File: src/swm_pkg.sv
// Package for the sliding window maximum block: widths, register map and the
// control bundle that drives the candidate cell chain. No dependencies.
package swm_pkg;

    localparam int WINDOW_MAX_DEF   = 64;
    localparam int SAMPLE_WIDTH_DEF = 32;

    // Candidate ages and the window size register share one width.
    localparam int AGE_W  = 7;
    localparam int APB_AW = 3;
    localparam int APB_DW = 32;

    // Register map: word index taken from paddr[2].
    localparam logic REG_WINDOW_SIZE = 1'b0;

    localparam logic [AGE_W-1:0] WINDOW_RESET = AGE_W'(1);

    // Per-cycle command to every cell of the chain.
    typedef struct packed {
        logic             purge;  // drop the front candidate, no ageing
        logic             step;   // a sample transaction is taken this cycle
        logic             shift;  // front candidate leaves the window on this step
        logic             flush;  // end of stream: empty the chain
        logic [AGE_W-1:0] k;      // effective window length
    } t_cell_ctl;

endpackage

File: src/swm_cfg.sv
// APB register slave holding the window size, with range clamping.
// Depends on swm_pkg.
module swm_cfg #(
    parameter int WINDOW_MAX = swm_pkg::WINDOW_MAX_DEF
) (
    input  logic                         i_clk,
    input  logic                         i_rst_n,
    input  logic                         psel,
    input  logic                         penable,
    input  logic                         pwrite,
    input  logic [swm_pkg::APB_AW-1:0]   paddr,
    input  logic [swm_pkg::APB_DW-1:0]   pwdata,
    output logic [swm_pkg::APB_DW-1:0]   prdata,
    output logic                         pready,
    output logic [swm_pkg::AGE_W-1:0]    o_k
);

    logic [swm_pkg::AGE_W-1:0] r_window_size, n_window_size;
    logic                      w_wr_en;

    assign pready  = 1'b1;
    assign w_wr_en = psel && penable && pwrite && pready
                     && (paddr[2] == swm_pkg::REG_WINDOW_SIZE);

    always_comb begin
        n_window_size = r_window_size;
        if (w_wr_en) begin
            n_window_size = pwdata[swm_pkg::AGE_W-1:0];
        end
    end

    always_ff @(posedge i_clk) begin
        if (!i_rst_n) begin
            r_window_size <= swm_pkg::WINDOW_RESET;
        end else begin
            r_window_size <= n_window_size;
        end
    end

    always_comb begin
        unique case (paddr[2])
            swm_pkg::REG_WINDOW_SIZE: prdata = swm_pkg::APB_DW'(r_window_size);
            default:                  prdata = '0;
        endcase
    end

    // Zero acts as one, anything above the chain length as the chain length.
    always_comb begin
        if (r_window_size == '0) begin
            o_k = swm_pkg::AGE_W'(1);
        end else if (32'(r_window_size) > 32'(WINDOW_MAX)) begin
            o_k = swm_pkg::AGE_W'(WINDOW_MAX);
        end else begin
            o_k = r_window_size;
        end
    end

endmodule

File: config.mk
export PLATFORM = sky130hd
export DESIGN_NAME = swm_cfg
export DESIGN_NICKNAME = d
export VERILOG_FILES = /design/src/swm_pkg.sv /design/src/swm_cfg.sv
export SDC_FILE = /design/constraint.sdc
export NUM_CORES = 1
export LEC_CHECK = 0
export BUFFER_PORTS_ARGS = -buffer_cell sky130_fd_sc_hd__buf_2
export CAP_MARGIN = 15
export CORE_MARGIN = 4
export CORE_UTILIZATION = 33
export CTS_CLUSTER_DIAMETER = 40
export CTS_CLUSTER_SIZE = 14
export DETAILED_ROUTE_END_ITERATION = 7
export PLACE_DENSITY = 0.83
export SYNTH_ARGS = -nofsm -noshare
export SYNTH_HDL_FRONTEND = slang
export SYNTH_SLANG_ARGS = --single-unit
File: constraint.sdc
create_clock -name i_clk -period 2 [get_ports i_clk]
set_input_delay 0.1 -clock i_clk [delete_from_list [all_inputs] [get_ports i_clk]]
set_output_delay 0.1 -clock i_clk [all_outputs]
set_load 0.05 [all_outputs]
==> metrics.md <==
| Metric | Value |
|---|---|
| Status | `finished, final reports clean` |
| Post_cts resized | `0` |
| RD Place Congestion | `0.654` |
| CTS Buf Count | `3` |
| Post-CTS Hold Fix Bufs | `0` |
| DR vias/cell | `3.78` |
| Critical R2R Capture | `r_window_size[6]$_SDFFE_PN0P_` |
| Warnings from Yosys | `0` |
| FMAX | `624 MHz` |
| Final setup fails | `0` |
| WL final | `about 1.2 mm` |
| WL per Instance | `slightly below 10 µm` |
| Final hold slack | `around 0.095 ns` |
| Worst skew pair latency | `0.25 ns` |
| Worst hold path cell count | `3` |
| First-pass GRT wire length | `1.69 mm` |
| DRT iter0 DRCs | `3` |
| HP Start | `pwdata[4]` |
| Die Y | `51.4 µm` |
| Hold Path Class | `primary input to flip-flop` |
| Remaining DRCs | `0` |
| Netlist Area Pre-Place | `621 µm²` |
| Chip width | `51.4 µm` |
| R2R Path Start | `r_window_size[6]$_SDFFE_PN0P_` |
| Largest net degree at the start of global routing | `15` |
| Clock sink count | `7` |
| Tmin final | `1.60 ns` |
| Area of the multi-input gates | `357 µm²` |
| Drt first pass iters | `4` |
| Yosys cell types | `13` |
| Crit path DAT | `1.50 ns` |
| Syn-to-layout area delta | `10.3%` |
| Number of buffers inserted by port buffering | `26` |
| Setup TNS | `0 ns` |
| H-tree Lvls | `1` |
| Root Driver | `clkbuf_4` |
| Final Max Tran Viols | `0` |
| R2R cell count | `2` |
| Top reg by flops | `r_window_size` |
| Vias | `472` |
| Setup CP Type | `flip-flop to output pin` |
| Worst clock skew | `0 ns` |
| Register area | `between 100 and 150 µm²` |
| Worst VDD drop | `roughly 0.22 mV` |
| Rows | `15` |
| Initial Util | `35.6%` |
| Seq cells post-synth | `7` |
| Crit Path Max Fanout | `4` |
| Initial antenna violation count | `0` |
| Clk slew on worst S/H paths | `0.05 ns` |
| Worst min-delay path endpoint | `r_window_size[4]$_SDFFE_PN0P_` |
| Reg2reg setup slack | `roughly 1.2 ns` |
| CP startpoint kind | `flip-flop` |
| DP HPWL | `between 1 and 1.5 mm` |
| Final period utilization | `80.1%` |
| Final nets | `approximately 140` |
| Setup ws final | `0.398 ns` |
| CTS Buffer Depth | `2` |
| Layout cell share with drive strength beyond 1 | `37.0%` |
| Crit path required time | `1.90 ns` |
| Post-synthesis average cell area | `8.27 µm²` |
| Ant diodes | `0` |
| Overall Global Routing Usage | `8.57%` |
| Power per Cell Area | `~640 mW/mm²` |
| Largest registers | `r_window_size x7` |
| Core area | `approximately 0.0017 mm²` |
| Grt ovf | `0` |
| Synthesized instance count | `75` |
| Max Cap Violations | `0` |
| Register area share after synthesis | `22.6%` |
| RSZ-0062 raised after global routing | `no` |
| Max FFs per register | `7` |
| TritonCTS clock tree | `done` |
| CP endpoint kind | `output pin` |
| Vias in the first global route | `388` |
| Antenna Violating Nets Remaining | `0` |
| Pre-CTS setup slack | `0.674 ns` |
| Postcts setup bufs | `0` |
| Final hold viol count | `0` |
| Filler cell count in the final layout | `189` |
| I/O Pins | `80` |
| P_leak | `about 0.00040 µW` |
| Full die area | `0.00264 mm²` |
Yosys cell counts:
cell type / instances / share of area (%)
and4b_1: 1 / 1.6
clkbuf_1: 2 / 1.2
o41ai_2: 1 / 2.6
dfxtp_1: 7 / 23
nand2_1: 12 / 7.3
or3_1: 1 / 1.0
nor2b_1: 7 / 7.1
nand2b_1: 1 / 1.0
conb_1: 2 / 1.2
and2b_2: 7 / 9.9
buf_6: 1 / 1.8
mux2i_1: 7 / 11
buf_4: 26 / 31
how the worst max path moves through the flow:
stage	depth (start not counted)	slack, ns	to	from
6_report	3	0.40	o_k[0]	r_window_size[1]$_SDFFE_PN0P_
5_1_grt	3	0.33	o_k[0]	r_window_size[1]$_SDFFE_PN0P_
4_1_cts	3	0.40	o_k[0]	r_window_size[1]$_SDFFE_PN0P_
3_5_place_dp	3	0.67	o_k[0]	r_window_size[1]$_SDFFE_PN0P_
3_3_place_gp	3	0.71	o_k[0]	r_window_size[1]$_SDFFE_PN0P_
2_1_floorplan	2	0.30	o_k[0]	r_window_size[1]$_SDFFE_PN0P_
where the power goes:
group / switching, µW / internal [µW] / leakage, µW
logic: 143 / 22.5 / 0.000326
clock network: 51.6 / 76.1 / 0.0000150
registers: 3.48 / 143 / 0.0000567
per-stage QoR:
| stage | power [µW] | utilization [%] | cells | area, µm² |
|---|---|---|---|---|
| after detailed placement | 314 | 37.7 | 121 | 658 |
| after global placement | 312 | 37.7 | 121 | 658 |
| after global routing | 457 | 39.2 | 125 | 684 |
| after floorplan | 334 | - | 99 | 711 |
| after CTS | 442 | 39.2 | 125 | 684 |
| final | 439 | 39.2 | 125 | 684 |
per-layer routing:
layer  up-vias  share of wire [%]  global-route usage, %
met5         -                  0                      0
met2        30                 52                   16.1
met3         0                 15                   2.92
li1        231                  -                      -
met4         0                  0                   2.62
met1       211                 33                   8.77
layout make-up:
cell class / count / area share, %
clock buffers: 4 / 3.84
multi-input cells: 63 / 52.1
flip-flops and latches: 7 / 20.5
well taps: 25 / 4.57
repair buffers: 26 / 19.0
cells in the final DEF (no fill, tap or decap):
master | synthesis | routed
nand2_1 | 12 | 12
nand2b_1 | 1 | 1
and4b_1 | 1 | 1
nor2b_1 | 7 | 7
or3_1 | 1 | 1
clkbuf_4 | 0 | 3
o41ai_2 | 1 | 1
mux2i_1 | 7 | 7
clkbuf_1 | 2 | 1
dfxtp_1 | 7 | 7
and2b_2 | 7 | 7
buf_2 | 0 | 26
conb_1 | 2 | 26
logic make-up after synthesis:
logic type             after synthesis  synth area share, %
flip-flops                           7                 22.6
other                                2                 1.21
multiplexers                         7                 11.3
AND/OR/NAND/NOR                     29                 27.8
buffers and inverters               29                 34.5
AO/OA/AOI/OAI                        1                 2.62
worst max-delay path, cell delays in order (launching register included):
cell	delay, ns
dfxtp_1	0.32
or3_1	0.39
o41ai_2	0.22
buf_2	0.32
Note: power is estimated with default switching activity, not from simulation.
