## src/swm_pkg.sv

```systemverilog
// Package for the sliding window maximum block: widths, register map and the
// control bundle that drives the candidate cell chain. No dependencies.
package swm_pkg;

    localparam int WINDOW_MAX_DEF   = 64;
    localparam int SAMPLE_WIDTH_DEF = 32;

    // Candidate ages and the window size register share one width.
    localparam int AGE_W  = 7;
    localparam int APB_AW = 3;
    localparam int APB_DW = 32;

    // Register map: word index taken from paddr[2].
    localparam logic REG_WINDOW_SIZE = 1'b0;

    localparam logic [AGE_W-1:0] WINDOW_RESET = AGE_W'(1);

    // Per-cycle command to every cell of the chain.
    typedef struct packed {
        logic             purge;  // drop the front candidate, no ageing
        logic             step;   // a sample transaction is taken this cycle
        logic             shift;  // front candidate leaves the window on this step
        logic             flush;  // end of stream: empty the chain
        logic [AGE_W-1:0] k;      // effective window length
    } t_cell_ctl;

endpackage

```

## src/swm_cell.sv

```systemverilog
// One candidate slot of the monotonic queue: value, age and occupancy.
// Depends on swm_pkg; instantiated in a row by sliding_window_maximum_top.
module swm_cell #(
    parameter int SAMPLE_WIDTH = swm_pkg::SAMPLE_WIDTH_DEF
) (
    input  logic                         i_clk,
    input  logic                         i_rst_n,
    input  swm_pkg::t_cell_ctl           i_ctl,
    input  logic [SAMPLE_WIDTH-1:0]      i_sample,
    input  logic                         i_left_keep,
    input  logic                         i_right_valid,
    input  logic [SAMPLE_WIDTH-1:0]      i_right_value,
    input  logic [swm_pkg::AGE_W-1:0]    i_right_age,
    output logic                         o_valid,
    output logic [SAMPLE_WIDTH-1:0]      o_value,
    output logic [swm_pkg::AGE_W-1:0]    o_age,
    output logic                         o_keep,
    output logic                         o_expired
);

    logic                      r_valid, n_valid;
    logic [SAMPLE_WIDTH-1:0]   r_value, n_value;
    logic [swm_pkg::AGE_W-1:0] r_age, n_age;

    logic                      w_src_valid;
    logic [SAMPLE_WIDTH-1:0]   w_src_value;
    logic [swm_pkg::AGE_W-1:0] w_src_age;
    logic [swm_pkg::AGE_W-1:0] w_src_aged;
    logic [swm_pkg::AGE_W-1:0] w_own_aged;
    logic                      w_keep;

    // Ages saturate at all ones.
    assign w_own_aged = (r_age == '1) ? r_age : r_age + 1'b1;
    assign o_expired  = r_valid && (w_own_aged >= i_ctl.k);

    always_comb begin
        if (i_ctl.shift) begin
            w_src_valid = i_right_valid;
            w_src_value = i_right_value;
            w_src_age   = i_right_age;
        end else begin
            w_src_valid = r_valid;
            w_src_value = r_value;
            w_src_age   = r_age;
        end
    end

    assign w_src_aged = (w_src_age == '1) ? w_src_age : w_src_age + 1'b1;
    // Survives only if strictly larger than the incoming sample.
    assign w_keep     = w_src_valid && ($signed(w_src_value) > $signed(i_sample));

    always_comb begin
        n_valid = r_valid;
        n_value = r_value;
        n_age   = r_age;
        if (i_ctl.purge) begin
            n_valid = i_right_valid;
            n_value = i_right_value;
            n_age   = i_right_age;
        end else if (i_ctl.step) begin
            if (i_ctl.flush) begin
                n_valid = 1'b0;
            end else if (w_keep) begin
                n_valid = 1'b1;
                n_value = w_src_value;
                n_age   = w_src_aged;
            end else begin
                // First free slot behind the survivors takes the sample.
                n_valid = i_left_keep;
                n_value = i_sample;
                n_age   = '0;
            end
        end
    end

    always_ff @(posedge i_clk) begin
        if (!i_rst_n) begin
            r_valid <= 1'b0;
            r_age   <= '0;
        end else begin
            r_valid <= n_valid;
            r_age   <= n_age;
        end
    end

    always_ff @(posedge i_clk) begin
        r_value <= n_value;
    end

    assign o_valid = r_valid;
    assign o_value = r_value;
    assign o_age   = r_age;
    assign o_keep  = w_keep;

endmodule

```

## config.mk

```make
export PLATFORM = sky130hd
export DESIGN_NAME = swm_cell
export DESIGN_NICKNAME = d
export VERILOG_FILES = /design/src/swm_pkg.sv /design/src/swm_cell.sv
export SDC_FILE = /design/constraint.sdc
export NUM_CORES = 1
export LEC_CHECK = 0
export BUFFER_PORTS_ARGS = -buffer_cell sky130_fd_sc_hd__buf_4
export CAP_MARGIN = 20
export CORE_AREA = 3 3 113 93
export DETAILED_ROUTE_END_ITERATION = 10
export DIE_AREA = 0 0 116 96
export PLACE_DENSITY = 0.72
export SYNTH_ARGS = -nofsm -noshare
export SYNTH_HDL_FRONTEND = slang
export SYNTH_SLANG_ARGS = --single-unit
```

## constraint.sdc

```tcl
create_clock -name i_clk -period 9 [get_ports i_clk]
set_input_delay 0.9 -clock i_clk [delete_from_list [all_inputs] [get_ports i_clk]]
set_output_delay 0.9 -clock i_clk [all_outputs]
set_load 0.05 [all_outputs]
```

==> impl_metrics.py, run 1 <==
metrics = {
    "critical_path": {
        "r2r_start": "o_value[5]$_DFFE_PP_",
        "terminus_of_the_critical_flop_to_flop_path": "o_value[0]$_DFFE_PP_",
        "setup.worst_path.class": "in -> out",
        "crit_path_end_kind": "output pin",
        "startpoint_type": "input port",
        "worstPathArrival_ps": 3980,
        "setup.reg_to_reg.worst_slack_ps": 5260,
        "rr_worst_depth": 10,
        "worst-endpoint-required_ps": 8100,
        "worstPathMaxFanout": 47,
    },
    "sta": {
        "fin_setup_tns_ps": 0,
        "final_hold_viol_count": 0,
        "max_freq_mhz": 205,
        "min_period_over_period_pct": 54.2,
        "finish_stage_setup_viols": 0,
        "post-route-min-period_ps": 4880,
        "timing.slew.headroom_pct": 27.3,
        "grt_setup_unrepaired": "no",
        "drv_slew": 0,
        "fin_worst_skew_ps": 2.69,
        "worst-slew-pin-transition_ps": 1090,
        "final.setup.worst_slack_ps": 4120,
    },
    "cells_and_area": {
        "layout_common_cells": "buf_4 (130), nand2_1 (49), inv_1 (42)",
        "synthToLayoutAreaGrowth_pct": 26.0,
        "commonest_non_fill_non_tap_cell_in_the_layout": "buf_4",
        "antenna_cells": 0,
        "fraction_of_layout_cells_with_a_size_suffix_above_1_pct": 44.2,
        "fillers": 870,
        "final_net_count": 685,
    },
    "floorplan": {
        "dieWidth_um": 116,
        "floorplan.die.height_um": 96,
        "initial_utilization_pct": 44.6,
        "die_area_mm2": 0.0111,
        "fp.coreArea_mm2": 0.00953,
        "num_rows": 32,
        "io_pins": 128,
    },
    "power": {
        "cellLeakagePower_nw": 2.37,
        "power.total_mw": 0.806,
        "power_switching_share_pct": 40.3,
        "cell_area_power_density_mw_per_mm2": 150,
        "net-switching-power_mw": 0.325,
        "seq_power_share_pct": 30.0,
        "power.internal_mw": 0.481,
        "ir_drop_mv": 0.0724,
        "power.clock.fraction_pct": 22.5,
        "comb_power_share_pct": 47.5,
    },
    "logic_synthesis": {
        "netlist_area_before_placement_mm2": 0.00425,
        "synth_enable_flop_cells": 32,
        "synth-warning-count": 0,
        "synthesis.nets": 576,
        "synth_seq_cells": 40,
        "synth_flop_cell": "edfxtp_1",
        "ys_async_sr_fraction_pct": 0,
        "synth.yosys.seq_area_share_pct": 26.4,
        "avgSynthCellArea_um2": 9.47,
        "synthesis.instances": 449,
        "ys_types": 56,
    },
    "routing": {
        "drt_total_wl_mm": 11.2,
        "drt.antenna.violating_nets": 0,
        "drc_errors": 0,
        "drt-vias-per-instance": 5.51,
        "detailedRoute.firstPassIterationCount": 4,
        "routedWlPerCell_um": 16.5,
        "routed-via-count": 3738,
        "first_iter_violations": 205,
    },
    "clock_network": {
        "htree_num_levels": 2,
        "max-clock-path-buffers": 2,
        "clk_latency_ps": 280,
        "clock_sinks": 40,
        "tritoncts": "done",
        "postCtsSetupBuffers": 0,
        "cts-buffers-inserted": 5,
        "cts.root.buffer_cell": "clkbuf_16",
        "ctsResizeCount": 0,
        "cts-hold-fix-buffers": 0,
        "clk_pin_slew_worst_paths_ps": 60,
    },
    "global_route": {
        "all_layer_global_routing_usage_pct": 19.8,
        "grt_pass1_wl_mm": 17.9,
        "antenna_found_initial": 0,
        "globalRouteOverflowTotal": 0,
        "vias_in_the_first_global_route": 3655,
        "grt_util_met2_pct": 32.0,
        "grtUsageMet1_pct": 27.8,
        "busiest_layer": "met2",
        "grtUsageMet3_pct": 3.65,
        "pin_count_of_the_biggest_net_entering_global_routing": 77,
    },
    "hold_path": {
        "hold_path.startpoint": "o_age[6]$_SDFFE_PN0P_",
        "hold_path.class": "reg -> reg",
        "min_delay_path_depth": 2,
        "timing.hold.worst_endpoint": "o_age[6]$_SDFFE_PN0P_",
    },
    "flow_run": {
        "max-cap-violations": 0,
    },
    "place": {
        "detailedPlacementHpwl_mm": 8.32,
        "preCtsSetupSlack_ps": 4070,
        "place_congestion": 0.818,
        "place.port_buffers": 127,
    },
    "outcome": {
        "outcome": "complete, no violations",
    },
}
==> per-layer routing <==
metal / wire, µm / part of all wire (%)
met5: 0 / 0
met4: 110 / 0.98
met3: 674 / 6.0
met2: 5150 / 46
met1: 5260 / 47
==> synth_stat cells, types with 2 or more instances <==
cell,instances,area [µm²]
nand4_1,7,43.8
ha_1,41,513
nand3_1,8,40.0
o21ai_0,7,35.0
nand2b_1,3,18.8
a21o_1,2,15.0
nand2_1,49,184
a21oi_2,30,263
dfxtp_1,8,160
o21a_1,3,22.5
nor3_1,32,160
edfxtp_1,32,961
nor2_1,11,41.3
buf_2,7,35.0
inv_1,42,158
xnor2_1,5,43.8
xor2_1,4,35.0
mux2i_1,5,50.1
mux2_2,36,405
nor2b_1,2,12.5
buf_1,4,15.0
o31ai_1,2,15.0
buf_12,3,60.1
a22o_1,14,123
o31ai_2,31,388
o21ai_1,3,15.0
clkbuf_1,10,37.5
a21oi_1,18,90.1
buf_4,3,22.5
==> power by group through the flow <==
stage	clock network (mW)	registers (mW)	logic [mW]
after floorplan	0	0.313	0.217
after global placement	0	0.246	0.376
after detailed placement	0	0.246	0.384
after CTS	0.187	0.242	0.385
after global routing	0.196	0.245	0.416
final	0.181	0.242	0.383
==> worst max path at each step <==
| stage | from | end | slack [ps] | cells after the start |
|---|---|---|---|---|
| after floorplan | i_ctl[8] | o_keep | 4060 | 11 |
| after global placement | i_ctl[8] | o_keep | 4210 | 9 |
| after detailed placement | i_ctl[8] | o_value[0]$_DFFE_PP_ | 4070 | 11 |
| after CTS | i_ctl[8] | o_keep | 4090 | 10 |
| after global routing | i_ctl[8] | o_keep | 3870 | 10 |
| final | i_ctl[8] | o_keep | 4120 | 10 |
==> cell type report <==
class,instances,area (µm²),share of cell area (%)
Multi-Input combinational cell,339,2810,52.4
Sequential cell,40,1120,20.9
Inverter,42,158,2.94
Clock buffer,8,146,2.73
Timing Repair Buffer,130,976,18.2
Tap cell,119,149,2.78
==> state kept, by name, indices dropped and copies added (netlist names) <==
signal and flops:
o_valid 1, o_value 32, o_age 7
==> kinds of logic after synthesis <==
family / count (synthesis) / share of synthesized area, %
fa+ha+maj: 41 / 12.1
compound gates: 122 / 25.9
flops: 40 / 26.4
xor+xnor: 9 / 1.85
buf+inv: 70 / 7.98
mux: 41 / 10.7
simple gates: 126 / 15.1
==> critical path, stage by stage <==
cell and delay [ps]:
buf_4 480, mux2_2 420, ha_1 310, nand4_1 240, nor4_1 370, nand3_1 180, o211ai_1 210, o31a_4 480
nor2_1 130, buf_4 210
==> through the flow <==
stage	hold slack, ps	instances	utilization [%]	instance area, µm²
finish	738	678	56.2	5360
global route	755	678	56.2	5360
CTS	727	678	56.2	5360
detailed placement	708	670	54.7	5210
global placement	697	670	54.7	5210
floorplan	968	449	-	4250
No activity file was read; power rests on OpenSTA's default activity.
==> inputs of run 2 (changes only) <==
--- a/config.mk
+++ b/config.mk
@@ -5,11 +5,12 @@
 export SDC_FILE = /design/constraint.sdc
 export NUM_CORES = 1
 export LEC_CHECK = 0
+export ABC_AREA = 1
 export BUFFER_PORTS_ARGS = -buffer_cell sky130_fd_sc_hd__buf_4
 export CAP_MARGIN = 20
-export CORE_AREA = 3 3 113 93
+export CORE_AREA = 3 3 110 91
 export DETAILED_ROUTE_END_ITERATION = 10
-export DIE_AREA = 0 0 116 96
+export DIE_AREA = 0 0 113 94
 export PLACE_DENSITY = 0.72
 export SYNTH_ARGS = -nofsm -noshare
 export SYNTH_HDL_FRONTEND = slang
==> constraint.sdc (replaced) <==
create_clock -name i_clk -period 4.7 [get_ports i_clk]
set_input_delay 0.47 -clock i_clk [delete_from_list [all_inputs] [get_ports i_clk]]
set_output_delay 0.47 -clock i_clk [all_outputs]
set_load 0.05 [all_outputs]
==> impl_metrics.py, run 2 <==
metrics = {
    "outcome": {
        "outcome": "complete, no violations",
    },
    "power": {
        "power_switching_share_pct": 38.3,
        "seq_power_share_pct": 33.5,
        "comb_power_share_pct": 41.1,
        "net-switching-power_mw": 0.512,
        "ir_drop_mv": 0.152,
        "power.internal_mw": 0.825,
        "cell_area_power_density_mw_per_mm2": 260,
        "cellLeakagePower_nw": 2.78,
        "power.clock.fraction_pct": 25.4,
    },
    "critical_path": {
        "worstPathMaxFanout": 31,
        "cp_slowest_cell": "inv_1",
        "crit_path_end_kind": "output pin",
        "setup.reg_to_reg.worst_slack_ps": 1740,
        "critPathLaunch": "i_ctl[8]",
        "setup.worst_path.class": "in -> out",
        "worst-endpoint-required_ps": 4230,
        "worst_path_most_repeated_cell": "a21oi_1",
        "rr_worst_depth": 15,
        "startpoint_type": "input port",
        "crit_path_max_incr_delay_ps": 570,
        "r2r_start": "o_value[31]$_DFFE_PP_",
        "worstPathArrival_ps": 3180,
        "path_cells": "buf_4 > inv_1 > or2_2 > o21ai_0 > inv_1 > ha_1 > a21oi_1 > o21a_1 > nand2_1 > a21oi_1 > a21oi_1 > nor2_4 > buf_4",
        "terminus_of_the_critical_flop_to_flop_path": "o_value[31]$_DFFE_PP_",
    },
    "sta": {
        "max_freq_mhz": 274,
        "fin_setup_tns_ps": 0,
        "post-route-min-period_ps": 3650,
        "grt_setup_unrepaired": "no",
        "fin_worst_skew_ps": 7.93,
        "final_hold_viol_count": 0,
        "worst_hold_slack_ps": 464,
        "drv_slew": 0,
        "timing.slew.headroom_pct": 38.1,
        "min_period_over_period_pct": 77.6,
        "worst-slew-pin-transition_ps": 925,
        "finish_stage_setup_viols": 0,
    },
    "floorplan": {
        "fp.coreArea_mm2": 0.00900,
        "floorplan.die.height_um": 94,
        "initial_utilization_pct": 44.2,
        "io_pins": 128,
        "num_rows": 31,
        "dieWidth_um": 113,
        "die_area_mm2": 0.0106,
    },
    "cells_and_area": {
        "antenna_cells": 0,
        "multi_input_area_mm2": 0.00235,
        "fraction_of_layout_cells_with_a_size_suffix_above_1_pct": 23.9,
        "final_net_count": 850,
        "synthToLayoutAreaGrowth_pct": 29.4,
        "largest_register_ff_count": 32,
        "register_area_mm2": 0.00112,
        "fillers": 884,
        "final_cell_area_mm2": 0.00515,
        "final_cell_count_no_fill": 839,
        "final_core_util_pct": 57.2,
        "layout_common_cells": "nand2_1 (191), buf_4 (130), inv_1 (106)",
        "commonest_non_fill_non_tap_cell_in_the_layout": "nand2_1",
    },
    "logic_synthesis": {
        "synth-warning-count": 0,
        "synth_most_common_cell": "nand2_1",
        "ys_top_cells_by_area": "edfxtp_1 (24%), nand2_1 (18%), ha_1 (13%)",
        "synthesis.instances": 607,
        "ys_types": 32,
        "netlist_area_before_placement_mm2": 0.00398,
        "synth_flop_cell": "edfxtp_1",
        "netlist.top_cell.by_area": "edfxtp_1",
        "ys_async_sr_fraction_pct": 0,
        "synthesis.nets": 734,
        "synth_seq_cells": 40,
        "synth.top_cell.area_share_pct": 24.1,
        "synth.yosys.seq_area_share_pct": 28.2,
        "avgSynthCellArea_um2": 6.56,
        "synth_commonest_cells": "nand2_1 (192), inv_1 (106), nand3_1 (47)",
        "synth_enable_flop_cells": 32,
    },
    "clock_network": {
        "ctsResizeCount": 0,
        "cts-buffers-inserted": 5,
        "clk_pin_slew_worst_paths_ps": 60,
        "max-clock-path-buffers": 2,
        "postCtsSetupBuffers": 0,
        "cts-hold-fix-buffers": 0,
        "clk_latency_ps": 280,
        "tritoncts": "done",
        "cts.root.buffer_cell": "clkbuf_16",
        "htree_num_levels": 2,
        "clock_sinks": 40,
    },
    "routing": {
        "detailedRoute.firstPassIterationCount": 5,
        "drc_errors": 0,
        "drt_total_wl_mm": 11.1,
        "drt-vias-per-instance": 4.96,
        "drt.antenna.violating_nets": 0,
        "first_iter_violations": 258,
        "routed-via-count": 4163,
        "routedWlPerCell_um": 13.3,
    },
    "global_route": {
        "antenna_found_initial": 0,
        "pin_count_of_the_biggest_net_entering_global_routing": 49,
        "grt_pass1_wl_mm": 18.6,
        "all_layer_global_routing_usage_pct": 20.9,
        "vias_in_the_first_global_route": 4102,
        "globalRouteOverflowTotal": 0,
    },
    "place": {
        "place.port_buffers": 127,
        "detailedPlacementHpwl_mm": 8.42,
        "numPlacedInstances": 831,
        "placed_cell_area_mm2": 0.00501,
        "place_congestion": 0.822,
    },
    "hold_path": {
        "hold_path.startpoint": "i_right_value[18]",
        "min_delay_path_depth": 3,
        "timing.hold.worst_endpoint": "o_value[18]$_DFFE_PP_",
        "hold_path.class": "in -> reg",
    },
    "flow_run": {
        "max-cap-violations": 0,
    },
}
-- run 2: logic make-up (layout without fill, tap and decap cells) --
logic type | after synthesis | after routing | share of synthesized area, %
xor+xnor | 7 | 7 | 1.54
compound gates | 87 | 87 | 11.5
buf+inv | 129 | 246 | 12.9
mux | 1 | 1 | 0.252
fa+ha+maj | 41 | 41 | 12.9
flops | 40 | 40 | 28.2
simple gates | 302 | 302 | 32.8
-- run 2: metal layers --
layer  part of all wire, %  GRT usage (%)  vias up
li1                      -              -     2159
met2                    46           35.9      160
met4                  0.44           3.30        0
met5                     0              0        -
met3                   8.2           3.54        4
met1                    45           28.1     1840
-- run 2: final cells by class --
| cell class | count | area share, % |
|---|---|---|
| well taps | 115 | 2.79 |
| repair buffers | 131 | 19.3 |
| inverters | 107 | 7.80 |
| flip-flops and latches | 40 | 21.8 |
| clock buffers | 8 | 2.65 |
| multi-input cells | 438 | 45.6 |
-- run 2: power by group through the flow --
stage	Clock [mW]	Sequential, mW	Combinational [mW]
floorplan	0	0.568	0.255
global placement	0	0.454	0.535
detailed placement	0	0.456	0.549
CTS	0.346	0.449	0.551
global route	0.361	0.453	0.612
finish	0.339	0.448	0.549
-- run 2: worst max-delay path by stage --
stage / end / depth (start not counted)
after global routing: o_keep / 15
after CTS: o_keep / 15
final: o_keep / 13
after detailed placement: o_value[10]$_DFFE_PP_ / 16
after floorplan: o_expired / 12
after global placement: o_value[27]$_DFFE_PP_ / 18
-- run 2: per-stage QoR --
step	setup slack, ps	total power, mW
final	1050	1.34
after CTS	1000	1.35
after floorplan	1550	0.824
after global placement	1090	0.989
after detailed placement	958	1.00
after global routing	699	1.43
-- run 2: worst max-delay path, delay by kind of cell --
kind / cells / cell delay (ps)
buffers and inverters: 4 / 1050
and+or+nand+nor: 3 / 590
AOI/OAI and AO/OA: 5 / 770
adders and majority gates: 1 / 280
